### config.mk
export PLATFORM = sky130hd
export DESIGN_NAME = cursor_row_mask_aligner
export DESIGN_NICKNAME = d
export VERILOG_FILES = /design/src/rtl/crma_pkg.sv /design/src/rtl/crma_place.sv /design/src/rtl/cursor_row_mask_aligner.sv
export SDC_FILE = /design/constraint.sdc
export NUM_CORES = 1
export LEC_CHECK = 0
export ABC_AREA = 0
export BUFFER_PORTS_ARGS = -buffer_cell sky130_fd_sc_hd__buf_2
export CAP_MARGIN = 30
export CORE_MARGIN = 10
export CORE_UTILIZATION = 55
export DETAILED_ROUTE_END_ITERATION = 6
export HOLD_SLACK_MARGIN = 0.08
export MAX_ROUTING_LAYER = met4
export PLACE_DENSITY = 0.84
export SLEW_MARGIN = 30
export SYNTH_ARGS = -nofsm -noshare
export SYNTH_HDL_FRONTEND = slang
export SYNTH_SLANG_ARGS = --single-unit
### constraint.sdc
create_clock -name i_clk -period 4.6 [get_ports i_clk]
set_input_delay 0.92 -clock i_clk [delete_from_list [all_inputs] [get_ports i_clk]]
set_output_delay 0.92 -clock i_clk [all_outputs]
set_load 0.02 [all_outputs]
### src/rtl/crma_pkg.sv
// ----------------------------------------------------------------------------
// crma_pkg: shared types and constants for the cursor row mask aligner
// Field widths, register indexes, reset values and the control bundle that
// drives the bit placement stage.
// ----------------------------------------------------------------------------
package crma_pkg;

    // cursor geometry and field widths
    localparam int CURSOR_SIZE = 16;
    localparam int SRC_W       = 16;
    localparam int POS_W       = 16;
    localparam int RES_W       = 15;
    localparam int OUT_W       = 24;
    localparam int SHIFT_W     = 5;
    localparam int COL_W       = 4;

    // reset resolution
    localparam logic [RES_W-1:0] WIDE_RESET = 15'd640;
    localparam logic [RES_W-1:0] HIGH_RESET = 15'd480;

    // configuration register indexes
    typedef enum logic [0:0] {
        REG_WIDE = 1'b0,
        REG_HIGH = 1'b1
    } t_reg_idx;

    // bit placement control: right shift of the source row, first and last
    // visible source column
    typedef struct packed {
        logic [SHIFT_W-1:0] shift;
        logic [COL_W-1:0]   col_lo;
        logic [COL_W-1:0]   col_hi;
    } t_place_ctl;

endpackage

### src/rtl/crma_place.sv
// ----------------------------------------------------------------------------
// crma_place: cursor row bit placement
// Drops source columns outside the visible span and shifts the mask and
// image row into three video bytes, bit 23 being the leftmost pixel.
// ----------------------------------------------------------------------------
module crma_place (
    input  crma_pkg::t_place_ctl              i_ctl,
    input  logic [crma_pkg::SRC_W-1:0]        i_mask_row,
    input  logic [crma_pkg::SRC_W-1:0]        i_image_row,
    output logic [crma_pkg::OUT_W-1:0]        o_mask_bytes,
    output logic [crma_pkg::OUT_W-1:0]        o_image_bytes
);

    logic [crma_pkg::SRC_W-1:0]                  keep;
    logic [4:0]                                  hi_amt;
    logic [crma_pkg::SRC_W-1:0]                  mask_vis;
    logic [crma_pkg::SRC_W-1:0]                  image_vis;
    logic [crma_pkg::SRC_W+crma_pkg::OUT_W-2:0] mask_wide;
    logic [crma_pkg::SRC_W+crma_pkg::OUT_W-2:0] image_wide;

    // visible column window, column 0 is bit 15
    always_comb begin
        hi_amt    = {1'b0, i_ctl.col_hi} + 5'd1;
        keep      = (16'hFFFF >> i_ctl.col_lo) & ~(16'hFFFF >> hi_amt);
        mask_vis  = i_mask_row & keep;
        image_vis = i_image_row & mask_vis;
    end

    // a shift of 15 puts source bit 15 at byte bit 23
    always_comb begin
        mask_wide     = {mask_vis, 23'd0} >> i_ctl.shift;
        image_wide    = {image_vis, 23'd0} >> i_ctl.shift;
        o_mask_bytes  = mask_wide[crma_pkg::OUT_W-1:0];
        o_image_bytes = image_wide[crma_pkg::OUT_W-1:0];
    end

endmodule

### src/rtl/cursor_row_mask_aligner.sv
// Pipeline: three register stages (bounds, clip, place) lie between a taken request
// and its result on the result ports (o_valid).
// Throughput: one request per cycle, every cycle; busy is high in reset and in
// the first cycle after it, low otherwise.
// The result stands for one cycle only; the receiver cannot stall it.
// Reset (synchronous, active low) empties the pipeline and loads 640x480.
// ----------------------------------------------------------------------------
// cursor_row_mask_aligner: clip a 16x16 cursor and align one row to bytes
// Checks size and position, reports the saved screen area and places the
// mask and image bits of one source row into three video bytes.
// ----------------------------------------------------------------------------
module cursor_row_mask_aligner (
    input  logic                            i_clk,
    input  logic                            i_rst_n,
    // request channel
    input  logic                            start,
    output logic                            busy,
    input  logic [crma_pkg::POS_W-1:0]      i_pos_x,
    input  logic [crma_pkg::POS_W-1:0]      i_pos_y,
    input  logic [15:0]                     i_shape_width,
    input  logic [15:0]                     i_shape_height,
    input  logic [3:0]                      i_row_number,
    input  logic [crma_pkg::SRC_W-1:0]      i_cursor_mask_row,
    input  logic [crma_pkg::SRC_W-1:0]      i_cursor_image_row,
    // configuration
    input  logic                            i_cfg_we,
    input  logic [0:0]                      i_cfg_idx,
    input  logic [crma_pkg::RES_W-1:0]      i_cfg_data,
    // result channel
    output logic                            o_valid,
    output logic                            o_accepted,
    output logic                            o_row_shown,
    output logic [3:0]                      o_dest_row,
    output logic [crma_pkg::OUT_W-1:0]      o_mask_out,
    output logic [crma_pkg::OUT_W-1:0]      o_image_out,
    output logic [crma_pkg::RES_W-1:0]      o_clip_left,
    output logic [crma_pkg::RES_W-1:0]      o_clip_top,
    output logic [11:0]                     o_first_column,
    output logic [1:0]                      o_columns_used,
    output logic [4:0]                      o_rows_used
);

    // configuration and busy
    logic [crma_pkg::RES_W-1:0] r_wide;
    logic [crma_pkg::RES_W-1:0] r_high;
    logic                       r_busy;

    always_ff @(posedge i_clk) begin
        if (!i_rst_n) begin
            r_wide <= crma_pkg::WIDE_RESET;
            r_high <= crma_pkg::HIGH_RESET;
            r_busy <= 1'b1;
        end else begin
            r_busy <= 1'b0;
            if (i_cfg_we) begin
                case (crma_pkg::t_reg_idx'(i_cfg_idx))
                    crma_pkg::REG_WIDE: r_wide <= i_cfg_data;
                    crma_pkg::REG_HIGH: r_high <= i_cfg_data;
                    default: ;
                endcase
            end
        end
    end

    assign busy = r_busy;

    // ---------------- stage 1: bounds checks and edge clipping ----------------
    logic signed [16:0] x_ext, y_ext, xres_ext, yres_ext, x_end, y_end;
    logic               take;
    logic               n_ok1;
    logic [14:0]        n_left, n_top;
    logic signed [16:0] n_right, n_bottom;
    logic [4:0]         n_shift;
    logic [3:0]         n_col_lo, n_src0;

    always_comb begin
        take     = start && !r_busy;
        x_ext    = {i_pos_x[15], i_pos_x};
        y_ext    = {i_pos_y[15], i_pos_y};
        xres_ext = {2'b00, r_wide};
        yres_ext = {2'b00, r_high};
        x_end    = x_ext + 17'sd15;
        y_end    = y_ext + 17'sd15;
        n_ok1    = (i_shape_width == 16'(crma_pkg::CURSOR_SIZE)) &&
                   (i_shape_height == 16'(crma_pkg::CURSOR_SIZE)) &&
                   (x_ext >= -17'sd15) && (x_ext < xres_ext) &&
                   (y_ext >= -17'sd15) && (y_ext < yres_ext);
        n_left   = i_pos_x[15] ? 15'd0 : i_pos_x[14:0];
        n_top    = i_pos_y[15] ? 15'd0 : i_pos_y[14:0];
        n_right  = (x_end >= xres_ext) ? (xres_ext - 17'sd1) : x_end;
        n_bottom = (y_end >= yres_ext) ? (yres_ext - 17'sd1) : y_end;
        // left of column 0 the row moves left, else right by x within its byte
        n_shift  = i_pos_x[15] ? x_end[4:0] : (5'd15 + {2'b00, i_pos_x[2:0]});
        n_col_lo = i_pos_x[15] ? (4'd0 - i_pos_x[3:0]) : 4'd0;
        n_src0   = i_pos_y[15] ? (4'd0 - i_pos_y[3:0]) : 4'd0;
    end

    logic                       r1_valid, r1_ok;
    logic [14:0]                r1_left, r1_top;
    logic signed [16:0]         r1_right, r1_bottom;
    logic [3:0]                 r1_x_lo, r1_row, r1_src0, r1_col_lo;
    logic [4:0]                 r1_shift;
    logic [crma_pkg::SRC_W-1:0] r1_mask, r1_image;

    always_ff @(posedge i_clk) begin
        if (!i_rst_n) begin
            r1_valid <= 1'b0;
        end else begin
            r1_valid <= take;
        end
        r1_ok     <= n_ok1;
        r1_left   <= n_left;
        r1_top    <= n_top;
        r1_right  <= n_right;
        r1_bottom <= n_bottom;
        r1_x_lo   <= i_pos_x[3:0];
        r1_row    <= i_row_number;
        r1_src0   <= n_src0;
        r1_col_lo <= n_col_lo;
        r1_shift  <= n_shift;
        r1_mask   <= i_cursor_mask_row;
        r1_image  <= i_cursor_image_row;
    end

    // ---------------- stage 2: saved area and row window ----------------
    // span of at most 16 pixels covers at most three bytes and 16 rows
    logic               n_ok2, n_shown;
    logic signed [16:0] rows_full;
    logic [4:0]         n_rows, row_end;
    logic [1:0]         n_bytes;
    logic [3:0]         n_col_hi, n_dest;

    always_comb begin
        n_ok2     = r1_ok && (r1_right >= $signed({2'b00, r1_left})) &&
                    (r1_bottom >= $signed({2'b00, r1_top}));
        rows_full = r1_bottom - $signed({2'b00, r1_top}) + 17'sd1;
        n_rows    = rows_full[4:0];
        n_bytes   = 2'(r1_right[14:3] - r1_left[14:3] + 12'd1);
        n_col_hi  = r1_right[3:0] - r1_x_lo;
        row_end   = {1'b0, r1_src0} + n_rows;
        n_shown   = (r1_row >= r1_src0) && ({1'b0, r1_row} < row_end);
        n_dest    = r1_row - r1_src0;
    end

    logic                       r2_valid, r2_ok, r2_shown;
    logic [3:0]                 r2_dest;
    logic [14:0]                r2_left, r2_top;
    logic [1:0]                 r2_bytes;
    logic [4:0]                 r2_rows;
    crma_pkg::t_place_ctl       r2_ctl;
    logic [crma_pkg::SRC_W-1:0] r2_mask, r2_image;

    always_ff @(posedge i_clk) begin
        if (!i_rst_n) begin
            r2_valid <= 1'b0;
        end else begin
            r2_valid <= r1_valid;
        end
        r2_ok         <= n_ok2;
        r2_shown      <= n_shown;
        r2_dest       <= n_dest;
        r2_left       <= r1_left;
        r2_top        <= r1_top;
        r2_bytes      <= n_bytes;
        r2_rows       <= n_rows;
        r2_ctl.shift  <= r1_shift;
        r2_ctl.col_lo <= r1_col_lo;
        r2_ctl.col_hi <= n_col_hi;
        r2_mask       <= r1_mask;
        r2_image      <= r1_image;
    end

    // ---------------- stage 3: bit placement and result register ----------------
    logic [crma_pkg::OUT_W-1:0] place_mask, place_image;
    logic                       show;

    crma_place u_place (
        .i_ctl         (r2_ctl),
        .i_mask_row    (r2_mask),
        .i_image_row   (r2_image),
        .o_mask_bytes  (place_mask),
        .o_image_bytes (place_image)
    );

    assign show = r2_ok && r2_shown;

    logic                       r_valid, r_accepted, r_row_shown;
    logic [3:0]                 r_dest_row;
    logic [crma_pkg::OUT_W-1:0] r_mask_out, r_image_out;
    logic [14:0]                r_clip_left, r_clip_top;
    logic [11:0]                r_first_column;
    logic [1:0]                 r_columns_used;
    logic [4:0]                 r_rows_used;

    // refused calls report all zero, hidden rows zero bytes
    always_ff @(posedge i_clk) begin
        if (!i_rst_n) begin
            r_valid <= 1'b0;
        end else begin
            r_valid <= r2_valid;
        end
        r_accepted     <= r2_ok;
        r_row_shown    <= show;
        r_dest_row     <= show ? r2_dest : 4'd0;
        r_mask_out     <= show ? place_mask : '0;
        r_image_out    <= show ? place_image : '0;
        r_clip_left    <= r2_ok ? r2_left : 15'd0;
        r_clip_top     <= r2_ok ? r2_top : 15'd0;
        r_first_column <= r2_ok ? r2_left[14:3] : 12'd0;
        r_columns_used <= r2_ok ? r2_bytes : 2'd0;
        r_rows_used    <= r2_ok ? r2_rows : 5'd0;
    end

    assign o_valid        = r_valid;
    assign o_accepted     = r_accepted;
    assign o_row_shown    = r_row_shown;
    assign o_dest_row     = r_dest_row;
    assign o_mask_out     = r_mask_out;
    assign o_image_out    = r_image_out;
    assign o_clip_left    = r_clip_left;
    assign o_clip_top     = r_clip_top;
    assign o_first_column = r_first_column;
    assign o_columns_used = r_columns_used;
    assign o_rows_used    = r_rows_used;

    // ---------------- assertions ----------------
    // each taken request comes out on o_valid
    a_latency: assert property (@(posedge i_clk) disable iff (!i_rst_n)
        (start && !busy) |-> ##3 o_valid)
        else $error("request lost in pipeline");

    // a refused call leaves no area and no bytes behind
    a_refused_zero: assert property (@(posedge i_clk) disable iff (!i_rst_n)
        (o_valid && !o_accepted) |-> (o_rows_used == 5'd0 && o_clip_left == 15'd0 &&
            o_mask_out == 24'd0 && !o_row_shown))
        else $error("refused call reports data");

    // image bits only under set mask bits
    a_image_masked: assert property (@(posedge i_clk) disable iff (!i_rst_n)
        o_valid |-> ((o_image_out & ~o_mask_out) == 24'd0))
        else $error("image bit outside mask");

    // first byte column follows the clipped left edge; columns and rows used are nonzero
    a_first_col: assert property (@(posedge i_clk) disable iff (!i_rst_n)
        (o_valid && o_accepted) |-> (o_first_column == o_clip_left[14:3] &&
            o_columns_used != 2'd0 && o_rows_used != 5'd0))
        else $error("saved area inconsistent");

endmodule

# Word-level counts from Yosys, hierarchy flattened
# Index checks and enable logic that the tools add are counted.
# classes
mux,4
n_shift,4
add_sub_neg,15
n_eq_ne,2
n_lt_le_gt_ge,10
n_bitwise,5
n_reduce_logical,13
# ops
operator,count
39-bit by 5-bit >> shifter with 24-bit output,2
17-bit by 16-bit greater-or-equal comparator with 1-bit output,4
16-bit AND,3
16-bit by 5-bit adder with 17-bit output (second input constant),2
17-bit 2-to-1 mux,2
16-bit by 5-bit equality test with 1-bit output (second input constant),2
16-bit by 5-bit greater-or-equal comparator with 1-bit output (second input constant),2
16-bit less-than comparator,2
15-bit by 1-bit subtractor with 16-bit output (second input constant),2
16-bit inverter,1
16-bit by 4-bit >> shifter with 16-bit output (first input constant),1
16-bit by 5-bit >> shifter with 16-bit output (first input constant),1
1-bit logical AND,10
1-bit by 4-bit subtractor with 4-bit output (first input constant),2
4-bit subtractor,2
4-bit by 1-bit adder with 5-bit output (second input constant),1
4-bit by 3-bit adder with 5-bit output (first input constant),1
4-bit by 5-bit adder with 5-bit output,1
5-bit by 2-bit adder with 5-bit output (second input constant),1
4-bit by 5-bit less-than comparator with 1-bit output,1
5-bit 2-to-1 mux,1
5-bit subtractor,1
4-bit greater-or-equal comparator,1
2-bit AND reduction,2
other kinds (5),5
# totals
regBits,343
input_bits,120
word_cells,93

# Depth between registers and ports, before layout
# Gate-level depths: netlist (run 1).
# depth
word_depth,7
depth_mapped,14
ltp_nobuf,13

# By module
# Synthesis (run 1) repeated with hierarchy kept, for this count alone.
# hier_totals
hier_cells,1556
area_unflattened_um2,15056.9
# by_module_without_submodules
mod,cells_each,area_per_inst_um2,n_inst
cursor_row_mask_aligner,1173,12449.4,1
crma_place,383,2607.5,1

# Least setup slack after synthesis (run 1)
# No wires, ideal clock.
# synth_path
path_type,in2reg
startpoint,input port i_pos_x[0] in the netlist's numbering
endpoint,register r1_right[11]
cell_stages,14
setup_slack_ns,0.865
required_ns,4.479
t_arrival_ns,3.614
path_cell_list,inv_1 ha_1 nor3b_2 nor2_1 and3_1 xor2_1 ha_1 nand2_1 nor3_1 a221oi_1 nand2_1 o21ai_2 buf_6 mux2_2
# synth_between
elab_chain_cells,3
# synth_rtl
item,line,source
from (decl),cursor_row_mask_aligner.sv:18,"input logic [crma_pkg::POS_W-1:0] i_pos_x,"
16-bit by 5-bit adder with 17-bit output (*),cursor_row_mask_aligner.sv:82,x_end = x_ext + 17'sd15;
17-bit by 16-bit greater-or-equal comparator with 1-bit output,cursor_row_mask_aligner.sv:90,n_right = (x_end >= xres_ext) ? (xres_ext - 17'sd1) : x_end;
17-bit 2-to-1 mux (*),cursor_row_mask_aligner.sv:90,
via n_right[11],cursor_row_mask_aligner.sv:72,"logic signed [16:0] n_right, n_bottom;"
to (signal assigned),cursor_row_mask_aligner.sv:114,r1_right <= n_right;
to (decl),cursor_row_mask_aligner.sv:100,"logic signed [16:0] r1_right, r1_bottom;"
# The timed path passes the listed nets; every way through them passes the cells marked *.
# A chain may end at the register's enable or synchronous reset.

# Final worst setup path (run 1)
# layout_path
startpoint,input port i_pos_y[0] in the netlist's numbering
endpoint,register r1_bottom[6]
# layout_between
elab_chain_cells,3
# layout_rtl
item,line,source
from (decl),cursor_row_mask_aligner.sv:19,"input logic [crma_pkg::POS_W-1:0] i_pos_y,"
16-bit by 5-bit adder with 17-bit output (*),cursor_row_mask_aligner.sv:83,y_end = y_ext + 17'sd15;
17-bit by 16-bit greater-or-equal comparator with 1-bit output,cursor_row_mask_aligner.sv:91,n_bottom = (y_end >= yres_ext) ? (yres_ext - 17'sd1) : y_end;
17-bit 2-to-1 mux (*),cursor_row_mask_aligner.sv:91,
via n_bottom[6],cursor_row_mask_aligner.sv:72,
to (signal assigned),cursor_row_mask_aligner.sv:115,r1_bottom <= n_bottom;
to (decl),cursor_row_mask_aligner.sv:100,
# Marked as above.

==> results.py, run 1 <==
metrics = {
    "worst_setup_path": {
        "worst-path-max-fanout": 16,
        "cp-start-kind": "primary input",
        "worst_setup_path_end_kind": "flip-flop",
        "critPathSlowestCell": "a21oi_4",
        "path_class": "primary input to flip-flop",
        "required_ns": 4.98,
        "cpPeakStageDelay_ns": 0.61,
        "path_cells": "buf_2 > inv_1 > ha_1 > nand2_1 > and3_1 > nand3_1 > xnor2_1 > ha_1 > and4_1 > o211ai_1 > a21oi_1 > o21ai_0 > a21oi_4 > mux2_2",
        "path_common_cell": "ha_1",
        "arrival_ns": 4.19,
    },
    "routing": {
        "drt-vias-per-instance": 5.713,
        "totalWireLength_um": 40160,
        "drt-pass1-iter-count": 7,
        "wl_per_cell_um": 19.72,
        "num_vias": 11630,
        "route.detailed.drc": 0,
        "drt-initial-drc-count": 955,
        "final_antenna_net_count": 0,
    },
    "yosys": {
        "synth_top_area_share_pct": 45.27,
        "syn_avg_cell_area_um2": 9.951,
        "yosysUniqueCellTypes": 90,
        "synth_cells": 1471,
        "synth_warnings": 0,
        "synth_top_flop_cell": "dfxtp_1",
        "yosysSeqAreaShare_pct": 45.27,
        "syn-num-nets": 1713,
        "synth_area_leaders": "dfxtp_1, ha_1, nand2_1",
        "synth-seq-cells": 331,
        "synth-edff-count": 0,
        "syn_area_um2": 14640,
        "async_reset_ff_share_pct": 0,
        "yosys.area.top_type": "dfxtp_1",
    },
    "sta": {
        "finalCriticalPeriod_ns": 3.807,
        "rsz0062_at_grt": "no",
        "tightest_slew_ns": 0.9404,
        "post-route-period-util_pct": 82.76,
        "slew_viol_final": 0,
        "setup_viol": 0,
        "max_slew_margin_pct": 36.74,
        "tns_ns": 0,
        "hold_viol": 0,
        "skew_ns": 0.02756,
        "hold_ws_ns": 0.3240,
        "clock.fmax_ghz": 0.2627,
    },
    "placement": {
        "gp_congestion": 1.002,
        "port_buffers": 224,
        "dp_hpwl_um": 31420,
        "numPlacedInstances": 1975,
    },
    "clock_tree": {
        "cts_root_buf": "clkbuf_16",
        "cts_sinks": 331,
        "cts_tree": "done",
        "clockBufferDepth": 3,
        "clk_pin_slew_ns": 0.06,
        "h-tree-depth": 2,
        "cts_hold_buf": 0,
        "clock_latency_ns": 0.52,
        "cts_buffers": 34,
        "cts_resized": 0,
        "cts_setup_buffers": 0,
    },
    "final_layout": {
        "final_cell_mix": "dfxtp_1, buf_2, nand2_1",
        "syn_to_final_growth_pct": 16.52,
        "nets": 1918,
        "drive_above_1_share_pct": 21.87,
        "final_common_cell": "dfxtp_1",
        "n_antenna_cell": 0,
        "fillers": 2106,
        "layout.cells.non_filler": 2036,
    },
    "power_and_ir_drop": {
        "p_total_mw": 7.075,
        "p_per_area_nw_per_um2": 414.8,
        "p_leak_nw": 7.690,
        "ir_worst_vdd_mv": 0.2287,
    },
    "run": {
        "maxCapViolCount": 0,
    },
    "worst_hold_path": {
        "hold_class": "flip-flop to flip-flop",
    },
    "global_routing": {
        "grt_max_degree": 38,
        "grt_first_pass_wirelength_um": 63610,
        "antenna_found_initial": 0,
        "grt_pass1_vias": 11930,
        "track_usage_pct": 23.98,
        "globalRouteOverflowTotal": 0,
    },
    "floorplan": {
        "rows": 59,
        "boundaryPins": 225,
        "core-area_um2": 26130,
        "die_h_um": 183.1,
        "die_w_um": 183.1,
        "initial_utilization_pct": 56.01,
        "die_area_um2": 33540,
    },
    "status": {
        "status": "finished, final reports clean",
    },
}
## where the power goes
group / leakage [nW] / internal, mW / switching, mW
registers: 2.74 / 3.04 / 0.137
logic: 4.38 / 0.476 / 0.642
clock network: 0.569 / 1.64 / 1.14
## Yosys cell counts, drive strengths merged (19+ instances only)
master  instances
o211ai         20
a21oi          62
inv           110
nor2b          36
mux2           33
mux2i          26
dfxtp         331
and2           51
buf            33
nand4          29
nand3          36
o21ai          38
nand2         151
clkbuf         33
nor2           51
nor3           22
a21o           19
ha            116
xnor2          42
## stage by stage
stage / utilization (%) / cell area, um2 / setup slack, ns
6_report: 65.27 / 17060 / 0.7930
5_1_grt: 65.27 / 17060 / 0.6315
4_1_cts: 65.26 / 17050 / 0.8754
3_5_place_dp: 60.90 / 15910 / 0.3928
3_3_place_gp: 60.87 / 15910 / 0.3315
2_1_floorplan: - / 14640 / 0.8648
## registers in the layout, summed over array words and instances, names as in the netlist, 16 cells and up
name and flops:
r1_image 16, r2_image 16, r1_mask 16, o_image_out 24, r2_mask 16, r1_right 17
r1_bottom 17, o_mask_out 24
## worst paths after layout
path,end,startpoint,cells after the start,slack (ns)
max,r1_bottom[6],i_pos_y[0],14,0.79
min,r2_mask[1],r1_mask[1],0,0.32
max reg2reg,r2_shown,r1_top[1],12,1.85
min reg2reg,r2_mask[1],r1_mask[1],0,0.32
## per-layer routing
layer  track usage [%]  routed length [um]
met2             39.03               18970
met3             4.684                2887
met5                 -                   0
met4             9.639                1584
met1             28.74               16710
## cells by family (layout without fill, tap and decap cells)
| family | count (synthesis) | after routing | share of synthesized area [%] |
|---|---|---|---|
| simple gates | 450 | 450 | 16.39 |
| flops | 331 | 331 | 45.27 |
| compound gates | 260 | 260 | 12.53 |
| buf+inv | 178 | 408 | 5.291 |
| fa+ha+maj | 122 | 122 | 10.74 |
| mux | 70 | 70 | 6.189 |
| xor+xnor | 60 | 60 | 3.590 |
## layout make-up
cell class / instances / area, um2 / area share (%)
Inverter: 112 / 420.4 / 2.465
Sequential cell: 331 / 6626 / 38.85
Tap cell: 335 / 419.2 / 2.457
Timing Repair Buffer: 235 / 1204 / 7.057
Clock inverter: 19 / 197.7 / 1.159
Multi-Input combinational cell: 962 / 7247 / 42.49
Clock buffer: 42 / 942.2 / 5.524
## worst max-delay path, delay by kind of cell
family                     cells  cell delay [ns]
AOI/OAI and AO/OA              4             1.05
xor gates and xnor gates       1             0.16
adders and majority gates      2             0.57
buffers and inverters          2             0.29
muxes                          1             0.41
and+or+nand+nor                4             0.77
(Power assumes the default switching activity.)
==> run 2: changes to the inputs <==
clock period = 4 ns   (was 4.6 ns; I/O delays follow)
==> run 2 against run 1 <==
Effect of this change:
- clock skew shrank 0.019 ns
- final cell count is essentially flat
- non-clock buffer count grew 8
- register-to-register slack worse by 0.60 ns
- clock-buffer cell count rose by 1
- combinational power increased by 14%
- routed wire length down 1.6%
- sequential cell count stayed put
- sequential power is 15% higher
- critical path type unchanged
- critical endpoint is now r1_right[8]
==> results.py, run 2 (same netlist as run 1, synthesis figures left out) <==
metrics = {
    "status": {
        "status": "finished, final reports clean",
    },
    "placement": {
        "port_buffers": 224,
        "gp_congestion": 1.043,
        "dp_hpwl_um": 31110,
        "numPlacedInstances": 1983,
    },
    "power_and_ir_drop": {
        "switchingPower_mw": 2.110,
        "intPower_mw": 5.793,
        "switching_share_pct": 26.70,
        "pwr-share-clk_pct": 37.6,
        "pwr-share-seq_pct": 46.3,
        "p_total_mw": 7.903,
        "p_leak_nw": 7.665,
        "ir_worst_vdd_mv": 0.2909,
        "p_comb_share_pct": 16.2,
        "p_per_area_nw_per_um2": 464.3,
    },
    "global_routing": {
        "grt_first_pass_wirelength_um": 62260,
        "track_usage_pct": 23.43,
        "grt_pass1_vias": 11630,
        "globalRouteOverflowTotal": 0,
        "grt_max_degree": 45,
        "antenna_found_initial": 0,
    },
    "final_layout": {
        "regArea_um2": 6626,
        "final_common_cell": "dfxtp_1",
        "n_antenna_cell": 0,
        "syn_to_final_growth_pct": 16.28,
        "final_cell_mix": "dfxtp_1, buf_2, nand2_1",
        "fillers": 2138,
        "layout.cells.non_filler": 2038,
        "multi_input_area_um2": 7247,
        "drive_above_1_share_pct": 21.84,
        "nets": 1923,
    },
    "clock_tree": {
        "clockBufferDepth": 3,
        "cts_hold_buf": 0,
        "h-tree-depth": 1,
        "cts_resized": 0,
        "cts_setup_buffers": 0,
        "cts_tree": "done",
        "cts_root_buf": "clkbuf_16",
        "clk_pin_slew_ns": 0.06,
        "cts_sinks": 331,
        "cts_buffers": 31,
        "clock_latency_ns": 0.55,
    },
    "worst_setup_path": {
        "r2r-end": "r2_shown",
        "reg2reg_depth": 12,
        "r2r_start": "r1_top[1]",
        "cp-start-kind": "primary input",
        "worst-path-max-fanout": 12,
        "path_class": "primary input to flip-flop",
        "required_ns": 4.43,
        "arrival_ns": 3.94,
        "r2r_slack_ns": 1.25,
        "worst_setup_path_end_kind": "flip-flop",
    },
    "sta": {
        "post-route-period-util_pct": 87.74,
        "tightest_slew_ns": 0.9280,
        "max_slew_margin_pct": 37.58,
        "clock.fmax_ghz": 0.2849,
        "hold_viol": 0,
        "skew_ns": 0.008231,
        "rsz0062_at_grt": "no",
        "setup_viol": 0,
        "finalCriticalPeriod_ns": 3.510,
        "slew_viol_final": 0,
    },
    "routing": {
        "totalWireLength_um": 39520,
        "drt-pass1-iter-count": 5,
        "final_antenna_net_count": 0,
        "route.detailed.drc": 0,
        "drt-vias-per-instance": 5.692,
        "drt-initial-drc-count": 1020,
        "num_vias": 11600,
        "wl_per_cell_um": 19.39,
    },
    "floorplan": {
        "rows": 59,
        "die_area_um2": 33540,
        "die_w_um": 183.1,
        "core-area_um2": 26130,
        "boundaryPins": 225,
        "die_h_um": 183.1,
        "initial_utilization_pct": 56.01,
    },
    "run": {
        "maxCapViolCount": 0,
    },
    "worst_hold_path": {
        "hold_class": "flip-flop to flip-flop",
        "holdPathEnd": "r2_image[0]",
        "min-delay-start": "r1_image[0]",
        "holdPathStages": 0,
    },
}
## run 2: power groups by stage
stage                     Sequential [mW]  Combinational, mW  Clock [mW]
final                                3.66               1.28        2.97
after global routing                 3.68               1.41        3.15
after CTS                            3.65               1.26        3.02
after detailed placement             3.72               1.25           0
after global placement               3.72               1.21           0
after floorplan                      3.64              0.943           0
## run 2: routing by layer
layer | vias to the layer above | routed length (um) | track usage [%]
li1 | 5572 | - | -
met1 | 5465 | 16350 | 27.98
met2 | 486 | 19210 | 39.28
met3 | 77 | 2929 | 4.704
met4 | 0 | 1025 | 6.951
met5 | - | 0 | -
## run 2: metrics by stage
stage	cell area [um2]	hold WS [ns]	worst slack (ns)	setup TNS [ns]	utilization, %
2_1_floorplan	14640	0.3096	0.3848	0	-
3_3_place_gp	15970	0.3103	0.06008	0	61.10
3_5_place_dp	15970	0.3121	-0.04360	-0.3953	61.10
4_1_cts	17010	0.3256	0.5175	0	65.10
5_1_grt	17020	0.3278	0.2553	0	65.13
6_report	17020	0.3264	0.4903	0	65.13
## run 2: worst max-delay path by stage
stage | slack, ns | cells after the start | end | from
2_1_floorplan | 0.38 | 14 | r1_right[11] | i_pos_x[0]
3_3_place_gp | 0.06 | 14 | r1_bottom[9] | i_pos_y[1]
3_5_place_dp | -0.04 | 15 | r1_right[8] | i_pos_x[1]
4_1_cts | 0.52 | 14 | r1_bottom[9] | i_pos_y[1]
5_1_grt | 0.26 | 15 | r1_right[8] | i_pos_x[1]
6_report | 0.49 | 15 | r1_right[8] | i_pos_x[1]
## run 2: critical path, stage by stage
cell      delay, ns
buf_2          0.14
inv_1          0.11
ha_1           0.18
nor3b_2        0.59
nor2_1         0.17
and3_1         0.23
xor2_1         0.15
ha_1           0.30
nand2_1        0.10
nor3_1         0.06
a221oi_1       0.26
nand2_1        0.10
o21ai_2        0.16
buf_4          0.23
mux2_2         0.36
## run 2: cell type report
cell class / count / area share [%]
Multi-Input combinational cell: 962 / 42.58
Clock inverter: 12 / 0.9041
Timing Repair Buffer: 243 / 7.424
Sequential cell: 331 / 38.93
Clock buffer: 43 / 5.234
Inverter: 112 / 2.470
Tap cell: 335 / 2.463
